`src/rtl/core/bdpc_pkg.sv`:
```
// bdpc_pkg: shared types and constants for the button debounce press classifier
// no dependencies; used by bdpc_lane, bdpc_merge and the top level
package bdpc_pkg;

  // field widths
  localparam int TIME_W    = 32;
  localparam int LEVEL_W   = 4;
  localparam int CFG_W     = 16;
  localparam int BTN_IDX_W = 2;
  localparam int IN_DATA_W = 40;  // now_ms + button_levels, padded to bytes
  localparam int OUT_DATA_W = 8;  // button_index, padded to a byte
  localparam int CFG_IDX_W = 2;

  // most events one sample can produce
  localparam int MAX_EVENTS = 4;

  // register reset values
  localparam logic [CFG_W-1:0] DEBOUNCE_RST   = 16'd50;
  localparam logic [CFG_W-1:0] LONG_PRESS_RST = 16'd1000;

  // register indexes
  typedef enum logic [CFG_IDX_W-1:0] {
    CFG_DEBOUNCE   = 2'd0,
    CFG_LONG_PRESS = 2'd1
  } cfg_idx_t;

  // event kinds
  localparam logic EV_SHORT = 1'b0;
  localparam logic EV_LONG  = 1'b1;

  // one lane's finding for the current word
  typedef struct packed {
    logic valid;
    logic kind;
  } lane_ev_t;

endpackage

```
`src/rtl/core/bdpc_lane.sv`:
```
// bdpc_lane: debounce and press timing state for one button
// depends on bdpc_pkg
module bdpc_lane
  import bdpc_pkg::*;
(
  input  logic              clk,
  input  logic              rst_n,
  input  logic              accept,
  input  logic [TIME_W-1:0] now_ms,
  input  logic              raw_level,
  input  logic [CFG_W-1:0]  debounce_ms,
  input  logic [CFG_W-1:0]  long_press_ms,
  output lane_ev_t          ev
);

  logic              stable_r, stable_nxt;
  logic              pending_r, pending_nxt;
  logic [TIME_W-1:0] last_change_r, last_change_nxt;
  logic [TIME_W-1:0] start_r, start_nxt;

  logic [TIME_W-1:0] since_change;
  logic [TIME_W-1:0] held;
  logic              change_ok;
  logic              press_acc;
  logic              stable_eff;
  logic              pending_eff;
  logic              is_long;

  // debounce check and press timer, both from the stored state
  always_comb begin
    since_change = now_ms - last_change_r;
    change_ok    = (raw_level != stable_r) &&
                   (since_change > {{(TIME_W-CFG_W){1'b0}}, debounce_ms});
    press_acc    = change_ok && raw_level;
    stable_eff   = change_ok ? raw_level : stable_r;
    pending_eff  = pending_r || press_acc;
    held         = press_acc ? '0 : (now_ms - start_r);
    is_long      = held >= {{(TIME_W-CFG_W){1'b0}}, long_press_ms};
  end

  // event decision and next state
  always_comb begin
    ev.valid        = 1'b0;
    ev.kind         = EV_SHORT;
    stable_nxt      = stable_r;
    pending_nxt     = pending_r;
    last_change_nxt = last_change_r;
    start_nxt       = start_r;
    if (accept) begin
      stable_nxt  = stable_eff;
      pending_nxt = pending_eff;
      if (change_ok) begin
        last_change_nxt = now_ms;
      end
      if (press_acc) begin
        start_nxt = now_ms;
      end
      if (pending_eff) begin
        if (!stable_eff) begin
          ev.valid    = 1'b1;
          ev.kind     = is_long ? EV_LONG : EV_SHORT;
          pending_nxt = 1'b0;
        end else if (is_long) begin
          ev.valid    = 1'b1;
          ev.kind     = EV_LONG;
          pending_nxt = 1'b0;
        end
      end
    end
  end

  // control state
  always_ff @(posedge clk) begin
    if (!rst_n) begin
      stable_r      <= 1'b0;
      pending_r     <= 1'b0;
      last_change_r <= '0;
    end else begin
      stable_r      <= stable_nxt;
      pending_r     <= pending_nxt;
      last_change_r <= last_change_nxt;
    end
  end

  // press start time, only read while a press is pending
  always_ff @(posedge clk) begin
    start_r <= start_nxt;
  end

endmodule

```
`src/rtl/core/bdpc_merge.sv`:
```
// bdpc_merge: collects lane events of one word and sends them out in button order
// depends on bdpc_pkg
module bdpc_merge
  import bdpc_pkg::*;
#(
  parameter int NUM_BUTTONS = 4
) (
  input  logic                 clk,
  input  logic                 rst_n,
  input  logic                 accept,
  input  lane_ev_t             lane_ev [NUM_BUTTONS],
  output logic                 in_ready,
  output logic                 out_valid,
  input  logic                 out_ready,
  output logic                 out_kind,
  output logic [BTN_IDX_W-1:0] out_idx,
  output logic                 out_last
);

  localparam int CNT_W = $clog2(MAX_EVENTS + 1);

  logic [NUM_BUTTONS-1:0] pend_r, pend_nxt;
  logic [NUM_BUTTONS-1:0] kind_r, kind_nxt;
  logic                   out_valid_r, out_valid_nxt;
  logic                   out_kind_r, out_kind_nxt;
  logic [BTN_IDX_W-1:0]   out_idx_r, out_idx_nxt;
  logic                   out_last_r, out_last_nxt;

  logic [NUM_BUTTONS-1:0] cap_mask;
  logic [NUM_BUTTONS-1:0] cap_kind;
  logic [CNT_W-1:0]       cap_cnt;
  logic [NUM_BUTTONS-1:0] sel;
  logic [NUM_BUTTONS-1:0] rest;
  logic                   sel_kind;
  logic [BTN_IDX_W-1:0]   sel_idx;
  logic                   pop;

  // keep the first MAX_EVENTS events of the word
  always_comb begin
    cap_mask = '0;
    cap_kind = '0;
    cap_cnt  = '0;
    for (int i = 0; i < NUM_BUTTONS; i++) begin
      cap_kind[i] = lane_ev[i].kind;
      if (lane_ev[i].valid && (cap_cnt < CNT_W'(MAX_EVENTS))) begin
        cap_mask[i] = 1'b1;
        cap_cnt     = cap_cnt + 1'b1;
      end
    end
  end

  // lowest pending button goes next
  always_comb begin
    sel      = pend_r & (~pend_r + 1'b1);
    rest     = pend_r & ~sel;
    sel_kind = |(sel & kind_r);
    sel_idx  = '0;
    for (int i = 0; i < NUM_BUTTONS; i++) begin
      if (sel[i]) begin
        sel_idx = BTN_IDX_W'(i);
      end
    end
    pop      = (|pend_r) && (!out_valid_r || out_ready);
    in_ready = rst_n && ((pend_r == '0) || (pop && (rest == '0)));
  end

  // pending set and output register
  always_comb begin
    pend_nxt      = pend_r;
    kind_nxt      = kind_r;
    out_valid_nxt = out_valid_r;
    out_kind_nxt  = out_kind_r;
    out_idx_nxt   = out_idx_r;
    out_last_nxt  = out_last_r;
    if (pop) begin
      pend_nxt = rest;
    end
    if (accept) begin
      pend_nxt = cap_mask;
      kind_nxt = cap_kind;
    end
    if (pop) begin
      out_valid_nxt = 1'b1;
      out_kind_nxt  = sel_kind;
      out_idx_nxt   = sel_idx;
      out_last_nxt  = (rest == '0);
    end else if (out_ready) begin
      out_valid_nxt = 1'b0;
    end
  end

  always_ff @(posedge clk) begin
    if (!rst_n) begin
      pend_r      <= '0;
      out_valid_r <= 1'b0;
    end else begin
      pend_r      <= pend_nxt;
      out_valid_r <= out_valid_nxt;
    end
  end

  always_ff @(posedge clk) begin
    kind_r     <= kind_nxt;
    out_kind_r <= out_kind_nxt;
    out_idx_r  <= out_idx_nxt;
    out_last_r <= out_last_nxt;
  end

  assign out_valid = out_valid_r;
  assign out_kind  = out_kind_r;
  assign out_idx   = out_idx_r;
  assign out_last  = out_last_r;

endmodule

```
`src/rtl/core/button_debounce_press_classifier_top.sv`:
```
// button_debounce_press_classifier_top: debounces buttons and reports short/long presses
// depends on bdpc_pkg, bdpc_lane, bdpc_merge
//
//   channel | direction | handshake          | payload
//   in_     | slave     | in_tvalid/tready   | tdata: now_ms, button_levels
//   out_    | master    | out_tvalid/tready  | tdata: button_index; tuser: kind; tlast
//   cfg_    | slave     | cfg_valid/ready    | cfg_index, cfg_data
//
// all lanes update in the cycle a sample word is accepted; the events it causes
// drain one per cycle from the merge stage into the output register while the
// output is not stalled. a word causes up to four events; with none the input
// stays ready, else the next word is taken in the cycle its last event moves out.
// reset is synchronous; it clears button state and restores register defaults.
// a stalled output holds its word and blocks new samples once events queue.
module button_debounce_press_classifier_top
  import bdpc_pkg::*;
#(
  parameter int NUM_BUTTONS = 4
) (
  input  logic                  clk,
  input  logic                  rst_n,
  input  logic                  in_tvalid,
  output logic                  in_tready,
  input  logic [IN_DATA_W-1:0]  in_tdata,   // [31:0] now_ms, [35:32] button_levels
  output logic                  out_tvalid,
  input  logic                  out_tready,
  output logic [OUT_DATA_W-1:0] out_tdata,  // [1:0] button_index
  output logic                  out_tuser,  // [0] event_kind
  output logic                  out_tlast,
  input  logic                  cfg_valid,
  output logic                  cfg_ready,
  input  logic [CFG_IDX_W-1:0]  cfg_index,
  input  logic [CFG_W-1:0]      cfg_data
);

  logic [CFG_W-1:0]     debounce_r, debounce_nxt;
  logic [CFG_W-1:0]     long_press_r, long_press_nxt;
  logic                 in_accept;
  logic [TIME_W-1:0]    now_ms;
  logic [LEVEL_W-1:0]   levels;
  lane_ev_t             lane_ev [NUM_BUTTONS];
  logic                 any_ev;
  logic [BTN_IDX_W-1:0] out_idx;

  // configuration registers
  assign cfg_ready = rst_n;

  always_comb begin
    debounce_nxt   = debounce_r;
    long_press_nxt = long_press_r;
    if (cfg_valid) begin
      case (cfg_index)
        CFG_DEBOUNCE:   debounce_nxt   = cfg_data;
        CFG_LONG_PRESS: long_press_nxt = cfg_data;
        default: ;
      endcase
    end
  end

  always_ff @(posedge clk) begin
    if (!rst_n) begin
      debounce_r   <= DEBOUNCE_RST;
      long_press_r <= LONG_PRESS_RST;
    end else begin
      debounce_r   <= debounce_nxt;
      long_press_r <= long_press_nxt;
    end
  end

  // input word
  assign in_accept = in_tvalid && in_tready;
  assign now_ms    = in_tdata[TIME_W-1:0];
  assign levels    = in_tdata[TIME_W +: LEVEL_W];

  // one lane per button; buttons past the level field read as released
  for (genvar g = 0; g < NUM_BUTTONS; g++) begin : g_lane
    logic raw;
    if (g < LEVEL_W) begin : g_in
      assign raw = levels[g];
    end else begin : g_off
      assign raw = 1'b0;
    end

    bdpc_lane u_lane (
      .clk           (clk),
      .rst_n         (rst_n),
      .accept        (in_accept),
      .now_ms        (now_ms),
      .raw_level     (raw),
      .debounce_ms   (debounce_r),
      .long_press_ms (long_press_r),
      .ev            (lane_ev[g])
    );
  end

  // event merge and output register
  bdpc_merge #(
    .NUM_BUTTONS (NUM_BUTTONS)
  ) u_merge (
    .clk       (clk),
    .rst_n     (rst_n),
    .accept    (in_accept),
    .lane_ev   (lane_ev),
    .in_ready  (in_tready),
    .out_valid (out_tvalid),
    .out_ready (out_tready),
    .out_kind  (out_tuser),
    .out_idx   (out_idx),
    .out_last  (out_tlast)
  );

  assign out_tdata = {{(OUT_DATA_W-BTN_IDX_W){1'b0}}, out_idx};

  // any event in the accepted word
  always_comb begin
    any_ev = 1'b0;
    for (int i = 0; i < NUM_BUTTONS; i++) begin
      any_ev = any_ev | lane_ev[i].valid;
    end
  end

  // output is valid once the events of a taken word pass the pending set into the output register
  a_event_reaches_out : assert property (
    @(posedge clk) disable iff (!rst_n)
    (in_accept && any_ev) |-> ##2 out_tvalid
  ) else $error("events of an accepted word did not reach the output");

  // queued events with a stalled output must hold off the next sample
  a_stall_blocks_input : assert property (
    @(posedge clk) disable iff (!rst_n)
    (in_accept && any_ev) |=> (!(out_tvalid && !out_tready) || !in_tready)
  ) else $error("new sample taken while events queue behind a stalled output");

  // lanes report nothing unless a word is taken
  a_no_event_idle : assert property (
    @(posedge clk) disable iff (!rst_n)
    !in_accept |-> !any_ev
  ) else $error("lane event without an accepted word");

endmodule
```
`config.mk`:
```
export PLATFORM = sky130hd
export DESIGN_NAME = button_debounce_press_classifier_top
export DESIGN_NICKNAME = d
export VERILOG_FILES = /design/src/rtl/core/bdpc_pkg.sv /design/src/rtl/core/bdpc_lane.sv /design/src/rtl/core/bdpc_merge.sv /design/src/rtl/core/button_debounce_press_classifier_top.sv
export SDC_FILE = /design/constraint.sdc
export NUM_CORES = 1
export LEC_CHECK = 0
export BUFFER_PORTS_ARGS = -buffer_cell sky130_fd_sc_hd__buf_2
export CAP_MARGIN = 20
export CORE_MARGIN = 2
export CORE_UTILIZATION = 52
export DETAILED_ROUTE_END_ITERATION = 10
export PLACE_DENSITY = 0.68
export REMOVE_ABC_BUFFERS = 1
export SLEW_MARGIN = 40
export SYNTH_ARGS = -nofsm -noshare
export SYNTH_HDL_FRONTEND = slang
export SYNTH_SLANG_ARGS = --single-unit
export TNS_END_PERCENT = 50
```
`constraint.sdc`:
```
create_clock -name clk -period 19.1 [get_ports clk]
set_input_delay 0.955 -clock clk [delete_from_list [all_inputs] [get_ports clk]]
set_output_delay 0.955 -clock clk [all_outputs]
set_load 0.03 [all_outputs]
```
# Yosys cells after proc, flatten, opt, wreduce, memory -nomap -nowiden
# Index checks and enable logic that the tools add are counted.
# totals
ff_bits	309
latchBits	0
ramBits	0
mem_bits_ro	0
input_bits	63
output_inout_bits	13
word_cells	157
mem_count	0
# classes
addsub	11
multipliers	0
n_div	0
order_cmp	11
eq_ne	5
shifts	0
n_mux	53
n_bitwise	5
n_reduce_logical	44
# op_table
operator	n
32-bit subtractor	8
32-bit by 16-bit greater-or-equal comparator with 1-bit output	4
32-bit by 16-bit > comparator with 1-bit output	4
32-bit two-way mux	4
2-bit two-way mux	16
1-bit two-way mux	29
2-bit AND reduction	14
1-bit logical AND	15
4-bit bitwise AND	3
4-bit logical NOT	2
4-bit two-way mux	2
4-bit NOT	2
4-bit OR reduction	2
1-bit logical OR	6
3-bit less-than comparator, second input constant	2
3-bit two-way mux	2
4-bit by 1-bit adder with 4-bit output, second input constant	1
1-bit != test	4
2-bit nonzero test	2
3-bit by 1-bit adder with 3-bit output, second input constant	1
1-bit by 3-bit less-than comparator with 1-bit output, second input constant	1
1-bit by 1-bit adder with 2-bit output, second input constant	1
2-bit by 1-bit equality test with 1-bit output, second input constant	1
2-bit logical NOT	1
other kinds (2)	2

# Logic depth before layout (Yosys ltp)
# Gate-level depths: netlist (run 1).
# logic_depth
ltp_word	22
ltp_mapped	43
mapped_depth_nobuf	42

# Modules after synthesis
# Synthesis (run 1) repeated with hierarchy kept, for this count alone.
# hier_totals
hier_cells	3803
hier_area_um2	30113.9
# by_module_without_submodules
mod	instances	cells_per_inst	area_each_um2	seq_area_each_um2
bdpc_lane (g_lane[1].u_lane ...)	2	883	7008.0	1641.6
bdpc_lane (g_lane[3].u_lane)	1	932	7114.3	1641.6
bdpc_lane (g_lane[0].u_lane)	1	909	6971.7	1641.6
button_debounce_press_classifier_top	1	142	1402.6	640.6
bdpc_merge	1	54	609.3	340.3

# Worst setup path after synthesis (run 1)
# OpenSTA, ideal clock, no wires.
# synth_timing
path_kind	input to register
from	in in_tdata[0]
to	reg u_merge.pend_r[3]
t_arrival_ps	8103
required_ps	18975
slack_ps	10872
path_stages	40
n_path_buf	1
cell_sequence	inv_1 > ha_1 > fa_1 > nor2b_1 > o21a_1 > o21ai_0 > a21oi_1 > nor2_1 > o21ai_0 > xor2_1 > ha_1 > a21o_1 > a2111oi_0 > o22ai_1 > a2111oi_0 > o221a_2 > o21a_1 > o2111ai_1 > [4 not listed] > or2_2 > ha_1 > nand2b_1 > a21o_1 > a21o_1 > a21oi_1 > o21ai_0 > a21oi_1 > nand4_1 > nor4_1 > and4_1 > a41oi_1 > o211ai_1 > o21ai_0 > ha_1 > nand3_1 > nor3_1 > o31ai_1
# synth_between
elab_chain_cells	21
word_cells_on_any_way	65
cone_classes	10 x add/sub; 11 x order compare; 29 x mux; 15 x reduce/logical
# synth_lines
item	line_no	text
start, declared	button_debounce_press_classifier_top.sv:24	input logic [IN_DATA_W-1:0] in_tdata,
32-bit subtractor	bdpc_lane.sv:31	since_change = now_ms - last_change_r;
32-bit by 16-bit > comparator with 1-bit output	bdpc_lane.sv:33	(since_change > {{(TIME_W-CFG_W){1'b0}}, debounce_ms});
1-bit logical AND	bdpc_lane.sv:32	change_ok = (raw_level != stable_r) &&
1-bit logical AND	bdpc_lane.sv:34	press_acc = change_ok && raw_level;
32-bit two-way mux	bdpc_lane.sv:37	held = press_acc ? '0 : (now_ms - start_r);
32-bit by 16-bit greater-or-equal comparator with 1-bit output	bdpc_lane.sv:38	is_long = held >= {{(TIME_W-CFG_W){1'b0}}, long_press_ms};
2-bit two-way mux	bdpc_lane.sv:63	end else if (is_long) begin
2-bit two-way mux	bdpc_lane.sv:59	if (!stable_eff) begin
[5 not listed]	-	
3-bit two-way mux	bdpc_merge.sv:45	if (lane_ev[i].valid && (cap_cnt < CNT_W'(MAX_EVENTS))) begin
3-bit less-than comparator	bdpc_merge.sv:45	
1-bit logical AND	bdpc_merge.sv:45	
3-bit two-way mux	bdpc_merge.sv:45	
3-bit less-than comparator	bdpc_merge.sv:45	
1-bit logical AND (*)	bdpc_merge.sv:45	
1-bit two-way mux (*)	bdpc_merge.sv:45	
4-bit two-way mux (*)	bdpc_merge.sv:78	if (accept) begin
end signal, assigned	bdpc_merge.sv:97	pend_r <= pend_nxt;
end, declared	bdpc_merge.sv:22	logic [NUM_BUTTONS-1:0] pend_r, pend_nxt;
# Mark *: on every way between the ends. The rest lies on a longest branch, timed or not.
# A chain may end at the register's enable or synchronous reset.

# Worst setup path after layout (run 1)
# Same ends and word-level chain as after synthesis.

==> flow_summary.toml, run 1 <==
[critical_path]
end_kind = "register"
critPathRequiredTime_ns = 19.56
worst_ep_arrival_time_ns = 11.29
slowest_delay_ns = 0.76
crit_fanout = 16
startpoint_type = "primary input"
crit_buf_inv = 2
cpMaxStageDelayCell = "a2111oi_0"
crit_type = "primary input to register"
cp_top_family = "compound AO/OA/AOI/OAI gates"

[global_routing]
use_met1 = 0.3624
grt_pass1_wl_um = 129100
grt_max_degree = 68
grt-ovfl-total = 0
grt_pass1_vias = 24570
grt.busiest_layer = "met2"
met3_usage = 0.02870
antenna_found_initial = 0
gr-usage-all-layers = 0.2799
grt_util_met2 = 0.4872

[routing]
viasPerCell = 5.970
initialDrtViolationCount = 1664
drt_wl_total_um = 81360
drt_pass1_iterations = 5
vias = 26100
ant_nets = 0
drc = 0
wl_per_cell_um = 18.61

[finish]
drive_gt1_frac = 0.05905
utilization = 0.5698
nets = 4042
nFillCells = 5228
multiInputGateArea_sq_um = 19660
fin_cells = 4372
diodes = 0
syn_to_final_growth_pct = 8.181
final-seq-area_sq_um = 7547

[synth]
yosys_warnings = 0
synth_ff_type = "dfxtp_1"
ys_types = 93
synth_area_sq_um = 29070
ys_seq_elements = 309
synth_edf_count = 136
ys_seq_area_frac = 0.2596
syn_inst = 3588
syn_avg_cell_area_sq_um = 8.103
ys_async_sr_fraction = 0

[power]
pwr_density_cell_nw_per_um2 = 72.05
netSwitchingPower_uw = 778.0
p_leak_uw = 0.01363
p_total_uw = 2266
p_int_uw = 1488
combPwrFrac = 0.326
seqPwrFrac = 0.326
clkPwrFrac = 0.349
vdd_ir_drop_max_uv = 56.93
switching_share = 0.3433

[sta]
skew_ns = 0.02962
final.setup.tns_ns = 0
rsz0062_at_grt = "no"
setup_viol = 0
relSlewSlack = 0.4393
final.min_clock_period_ns = 10.83
finalHoldViolCount = 0
tightest_slew_ns = 0.8199
holdWs_ns = 0.4604
min_period_over_period = 0.5670
fmax_mhz = 92.34
slew_viol_final = 0

[clock_tree]
cts_hold_buffers = 0
insertion_delay_ns = 0.58
cts-resized-gates = 0
cts.reportedPaths.clkPinSlew_ns = 0.06
cts.htree.levels = 2
cts_buffers = 38
cts_tree = "built"
clockRootBuffer = "clkbuf_16"
clock_sinks = 309
cts_buffer_depth = 3
post_cts_buffers = 0

[min_path]
hp-class = "register to register"

[die]
initial_core_util = 0.5267
dieArea_sq_um = 57820
core_sq_um = 55200
ios = 76
die_w_um = 240.5
chipHeight_um = 240.5
rows = 86

[run]
max_cap_violations = 0

[placed_design]
io_buffers = 65
dp_hpwl_um = 60780
routabilityCongestion = 0.9457
dp_cells = 4301

[run_status]
status = "completed"
kinds of logic after synthesis:
family                     Yosys count  synth area share
and+or+nand+nor                   1059            0.1766
AOI/OAI and AO/OA                 1039            0.2334
buffers and inverters              498           0.06709
adders and majority gates          386            0.1681
DFF                                309            0.2596
xor gates and xnor gates           172           0.05182
muxes                              124           0.04329
other                                1         0.0001290
worst min-delay path: stages, from the launching register on:
cell and delay, ns:
dfxtp_1 0.31, nand2_1 0.06, a21oi_1 0.05
cells in the mapped netlist, types with 7 or more instances:
cell / count / area (sq um)
buf_4: 10 / 75.07
nand4_1: 88 / 550.5
clkbuf_1: 111 / 416.7
o21ai_0: 178 / 890.9
xnor2_1: 107 / 937.2
a21boi_0: 8 / 60.06
inv_1: 358 / 1344
a21oi_1: 310 / 1551
o21a_1: 41 / 307.8
nand3_1: 76 / 380.4
edfxtp_1: 136 / 4084
o41ai_1: 7 / 61.31
nor3b_1: 17 / 127.6
mux2i_1: 119 / 1191
nor4_1: 19 / 118.9
nor3_1: 52 / 260.3
a2111oi_0: 11 / 96.34
a21o_1: 132 / 991.0
o21bai_1: 29 / 217.7
ha_1: 377 / 4717
a41oi_1: 10 / 87.58
or2_2: 18 / 112.6
o211ai_1: 44 / 330.3
nor2_1: 304 / 1141
xor2_1: 65 / 569.3
fa_1: 8 / 160.2
nor2b_1: 44 / 275.3
nand2_1: 282 / 1059
buf_2: 10 / 50.05
a211oi_1: 44 / 330.3
dfxtp_1: 173 / 3463
o31ai_1: 16 / 120.1
a31oi_1: 43 / 269.0
o22ai_1: 10 / 62.56
and3_1: 39 / 244.0
a31o_2: 7 / 61.31
and2_1: 18 / 112.6
o311ai_0: 35 / 306.5
a311oi_1: 7 / 61.31
or3_1: 18 / 112.6
and4_1: 9 / 78.83
nand2b_1: 36 / 225.2
o2111ai_1: 16 / 140.1
a211o_1: 14 / 122.6
a221oi_1: 9 / 78.83
path summary, 6_finish.rpt:
| check | from | to | slack [ns] | cells past startpoint |
|---|---|---|---|---|
| worst max-delay path | in_tdata[0] | u_merge.pend_r[3] | 8.27 | 40 |
| worst min-delay path | long_press_r[10] | long_press_r[10] | 0.46 | 2 |
| worst max register to register | g_lane[1].u_lane.last_change_r[0] | u_merge.pend_r[3] | 8.96 | 38 |
| worst min register to register | long_press_r[10] | long_press_r[10] | 0.46 | 2 |
placed cells by master, fill, tap and decap left out, drive strengths merged, types with 99 or more instances in the layout:
master,Yosys,final
mux2i,119,119
a21o,132,132
inv,358,361
dfxtp,173,173
nand2,282,282
ha,377,377
edfxtp,136,136
xnor2,107,107
a21oi,310,310
buf,26,99
nor2,304,304
o21ai,185,185
area by class of cell:
cell class,count,area share
sequential,309,0.2400
timing repair buffer,99,0.01870
clock buffer,47,0.03433
multi-input combinational,2786,0.6251
tap,748,0.02976
clock inverter,23,0.009110
inverter,360,0.04304
metrics by stage:
step | cell area (sq um) | setup WS, ns
floorplan | 28490 | 10.11
global placement | 30050 | 7.840
detailed placement | 30070 | 7.782
CTS | 31440 | 8.341
global route | 31450 | 7.799
finish | 31450 | 8.270
power groups by stage:
| stage | combinational [uW] | sequential, uW | clock [uW] |
|---|---|---|---|
| global route | 824 | 742 | 828 |
| floorplan | 532 | 752 | 0 |
| detailed placement | 727 | 752 | 0 |
| CTS | 731 | 738 | 806 |
| finish | 738 | 738 | 790 |
| global placement | 718 | 751 | 0 |
flip-flops by register name, indices dropped and copies added, names as in the netlist:
signal	count
g_lane.u_lane.last_change_r	128
g_lane.u_lane.start_r	128
debounce_r	16
long_press_r	16
g_lane.u_lane.pending_r	4
g_lane.u_lane.stable_r	4
u_merge.kind_r	4
u_merge.pend_r	4
u_merge.out_idx	2
u_merge.out_kind	1
u_merge.out_last	1
u_merge.out_valid	1
layer usage:
| metal | vias to the layer above | routed length (um) | part of all wire |
|---|---|---|---|
| li1 | 13070 | - | - |
| met2 | 584 | 38600 | 0.47 |
| met1 | 12310 | 36440 | 0.45 |
| met5 | - | 0 | 0 |
| met4 | 0 | 2629 | 0.032 |
| met3 | 139 | 3689 | 0.045 |
Power figures use the tool's default switching activity.
==> run 2, diff against run 1 <==
- clock period: 19.1 -> 10.35 ns (I/O delays scaled with it)
==> flow_summary.toml, run 2 (synthesis results as in run 1) <==
[run]
max_cap_violations = 0

[finish]
final_cell_mix = "377 x ha_1, 358 x inv_1, 310 x a21oi_1"
final_common_cell = "ha_1"
final-seq-area_sq_um = 7547
drive_gt1_frac = 0.06326
nets = 4052
multiInputGateArea_sq_um = 19670
syn_to_final_growth_pct = 8.435
fin_cells = 4385
nFillCells = 5243
top_regs = "g_lane.u_lane.last_change_r: 128 flops, g_lane.u_lane.start_r: 128 flops"

[critical_path]
critPathRequiredTime_ns = 10.81
slowest_delay_ns = 0.74
cpMaxStageDelayCell = "or4b_1"
startpoint_type = "register"
crit_fanout = 12
crit_type = "register to register"
worst_ep_arrival_time_ns = 9.80
cp_top_family = "simple AND/OR/NAND/NOR gates"
end_kind = "register"
crit_buf_inv = 1

[power]
pwr_density_cell_nw_per_um2 = 132.9
vdd_ir_drop_max_uv = 129.2
p_leak_uw = 0.01370

[placed_design]
dp_cells = 4310
io_buffers = 65
routabilityCongestion = 0.9537
dp_hpwl_um = 64080

[clock_tree]
clock_sinks = 309
cts_buffer_depth = 3
cts.htree.levels = 2
cts.reportedPaths.clkPinSlew_ns = 0.06
cts-resized-gates = 0
clockRootBuffer = "clkbuf_16"
insertion_delay_ns = 0.59
cts_buffers = 40
cts_tree = "built"
post_cts_buffers = 0
cts_hold_buffers = 0

[sta]
min_period_over_period = 0.9018
final.setup.tns_ns = 0
slew_viol_final = 0
relSlewSlack = 0.4135
tightest_slew_ns = 0.8705
skew_ns = 0.02859
fmax_mhz = 107.1
finalHoldViolCount = 0
setup_viol = 0
rsz0062_at_grt = "no"
final.min_clock_period_ns = 9.333

[routing]
drt_wl_total_um = 84260
drc = 0
initialDrtViolationCount = 1807
vias = 26460
ant_nets = 0
viasPerCell = 6.034
wl_per_cell_um = 19.22
drt_pass1_iterations = 5

[global_routing]
grt_pass1_vias = 24750
grt_pass1_wl_um = 132100
gr-usage-all-layers = 0.2893
grt-ovfl-total = 0
grt_max_degree = 73
antenna_found_initial = 4

[run_status]
status = "completed"

[die]
die_w_um = 240.5
core_sq_um = 55200
dieArea_sq_um = 57820
chipHeight_um = 240.5
rows = 86
initial_core_util = 0.5267
ios = 76

[min_path]
hp-class = "primary input to register"
## run 2: routing by layer
| layer | GRT usage | wire length (um) |
|---|---|---|
| met1 | 0.3805 | 37830 |
| met2 | 0.4798 | 38070 |
| met3 | 0.03582 | 4954 |
| met4 | 0.1184 | 3395 |
| met5 | 0 | 17 |
## run 2: cell type report
| class | count | share of cell area |
|---|---|---|
| Antenna cell | 1 | 0.00007938 |
| Clock buffer | 51 | 0.03739 |
| Clock inverter | 23 | 0.005636 |
| Inverter | 360 | 0.04294 |
| Multi-Input combinational cell | 2786 | 0.6239 |
| Sequential cell | 309 | 0.2394 |
| Tap cell | 748 | 0.02969 |
| Timing Repair Buffer | 107 | 0.02092 |
## run 2: power breakdown
group	internal [uW]	leakage (uW)	switching, uW
combinational	542	0.0104	837
sequential	1330	0.00265	28.0
clock	858	0.000689	590
total	2730	0.0137	1460
## run 2: worst reg2reg max path: cells and delay by family, from the launching register on
| kind | cells | cell delay (ns) |
|---|---|---|
| AO/OA/AOI/OAI | 17 | 3.51 |
| AND/OR/NAND/NOR | 14 | 4.05 |
| adder cells (fa/ha/maj) | 4 | 1.13 |
| XOR/XNOR | 1 | 0.15 |
| flip-flops | 1 | 0.33 |
| buffers and inverters | 1 | 0.04 |
## run 2: worst paths after layout
check | start | end | slack [ns] | depth (start not counted)
worst max-delay path | g_lane[0].u_lane.last_change_r[2] | u_merge.pend_r[3] | 1.02 | 37
worst min-delay path | cfg_data[10] | long_press_r[10] | 0.19 | 3
worst max register to register | g_lane[0].u_lane.last_change_r[2] | u_merge.pend_r[3] | 1.02 | 37
worst min register to register | long_press_r[1] | long_press_r[1] | 0.46 | 2
## run 2: through the flow
stage | power, uW | area (sq um) | utilization | worst slack, ns | hold WS [ns]
2_1_floorplan | 2370 | 28490 | - | 1.801 | 0.4363
3_3_place_gp | 2726 | 30110 | 0.5455 | 0.8324 | 0.4455
3_5_place_dp | 2742 | 30160 | 0.5463 | 0.7010 | 0.4494
4_1_cts | 4203 | 31510 | 0.5709 | 1.110 | 0.1538
5_1_grt | 4417 | 31530 | 0.5711 | 0.07443 | 0.1816
6_report | 4190 | 31530 | 0.5711 | 1.017 | 0.1860
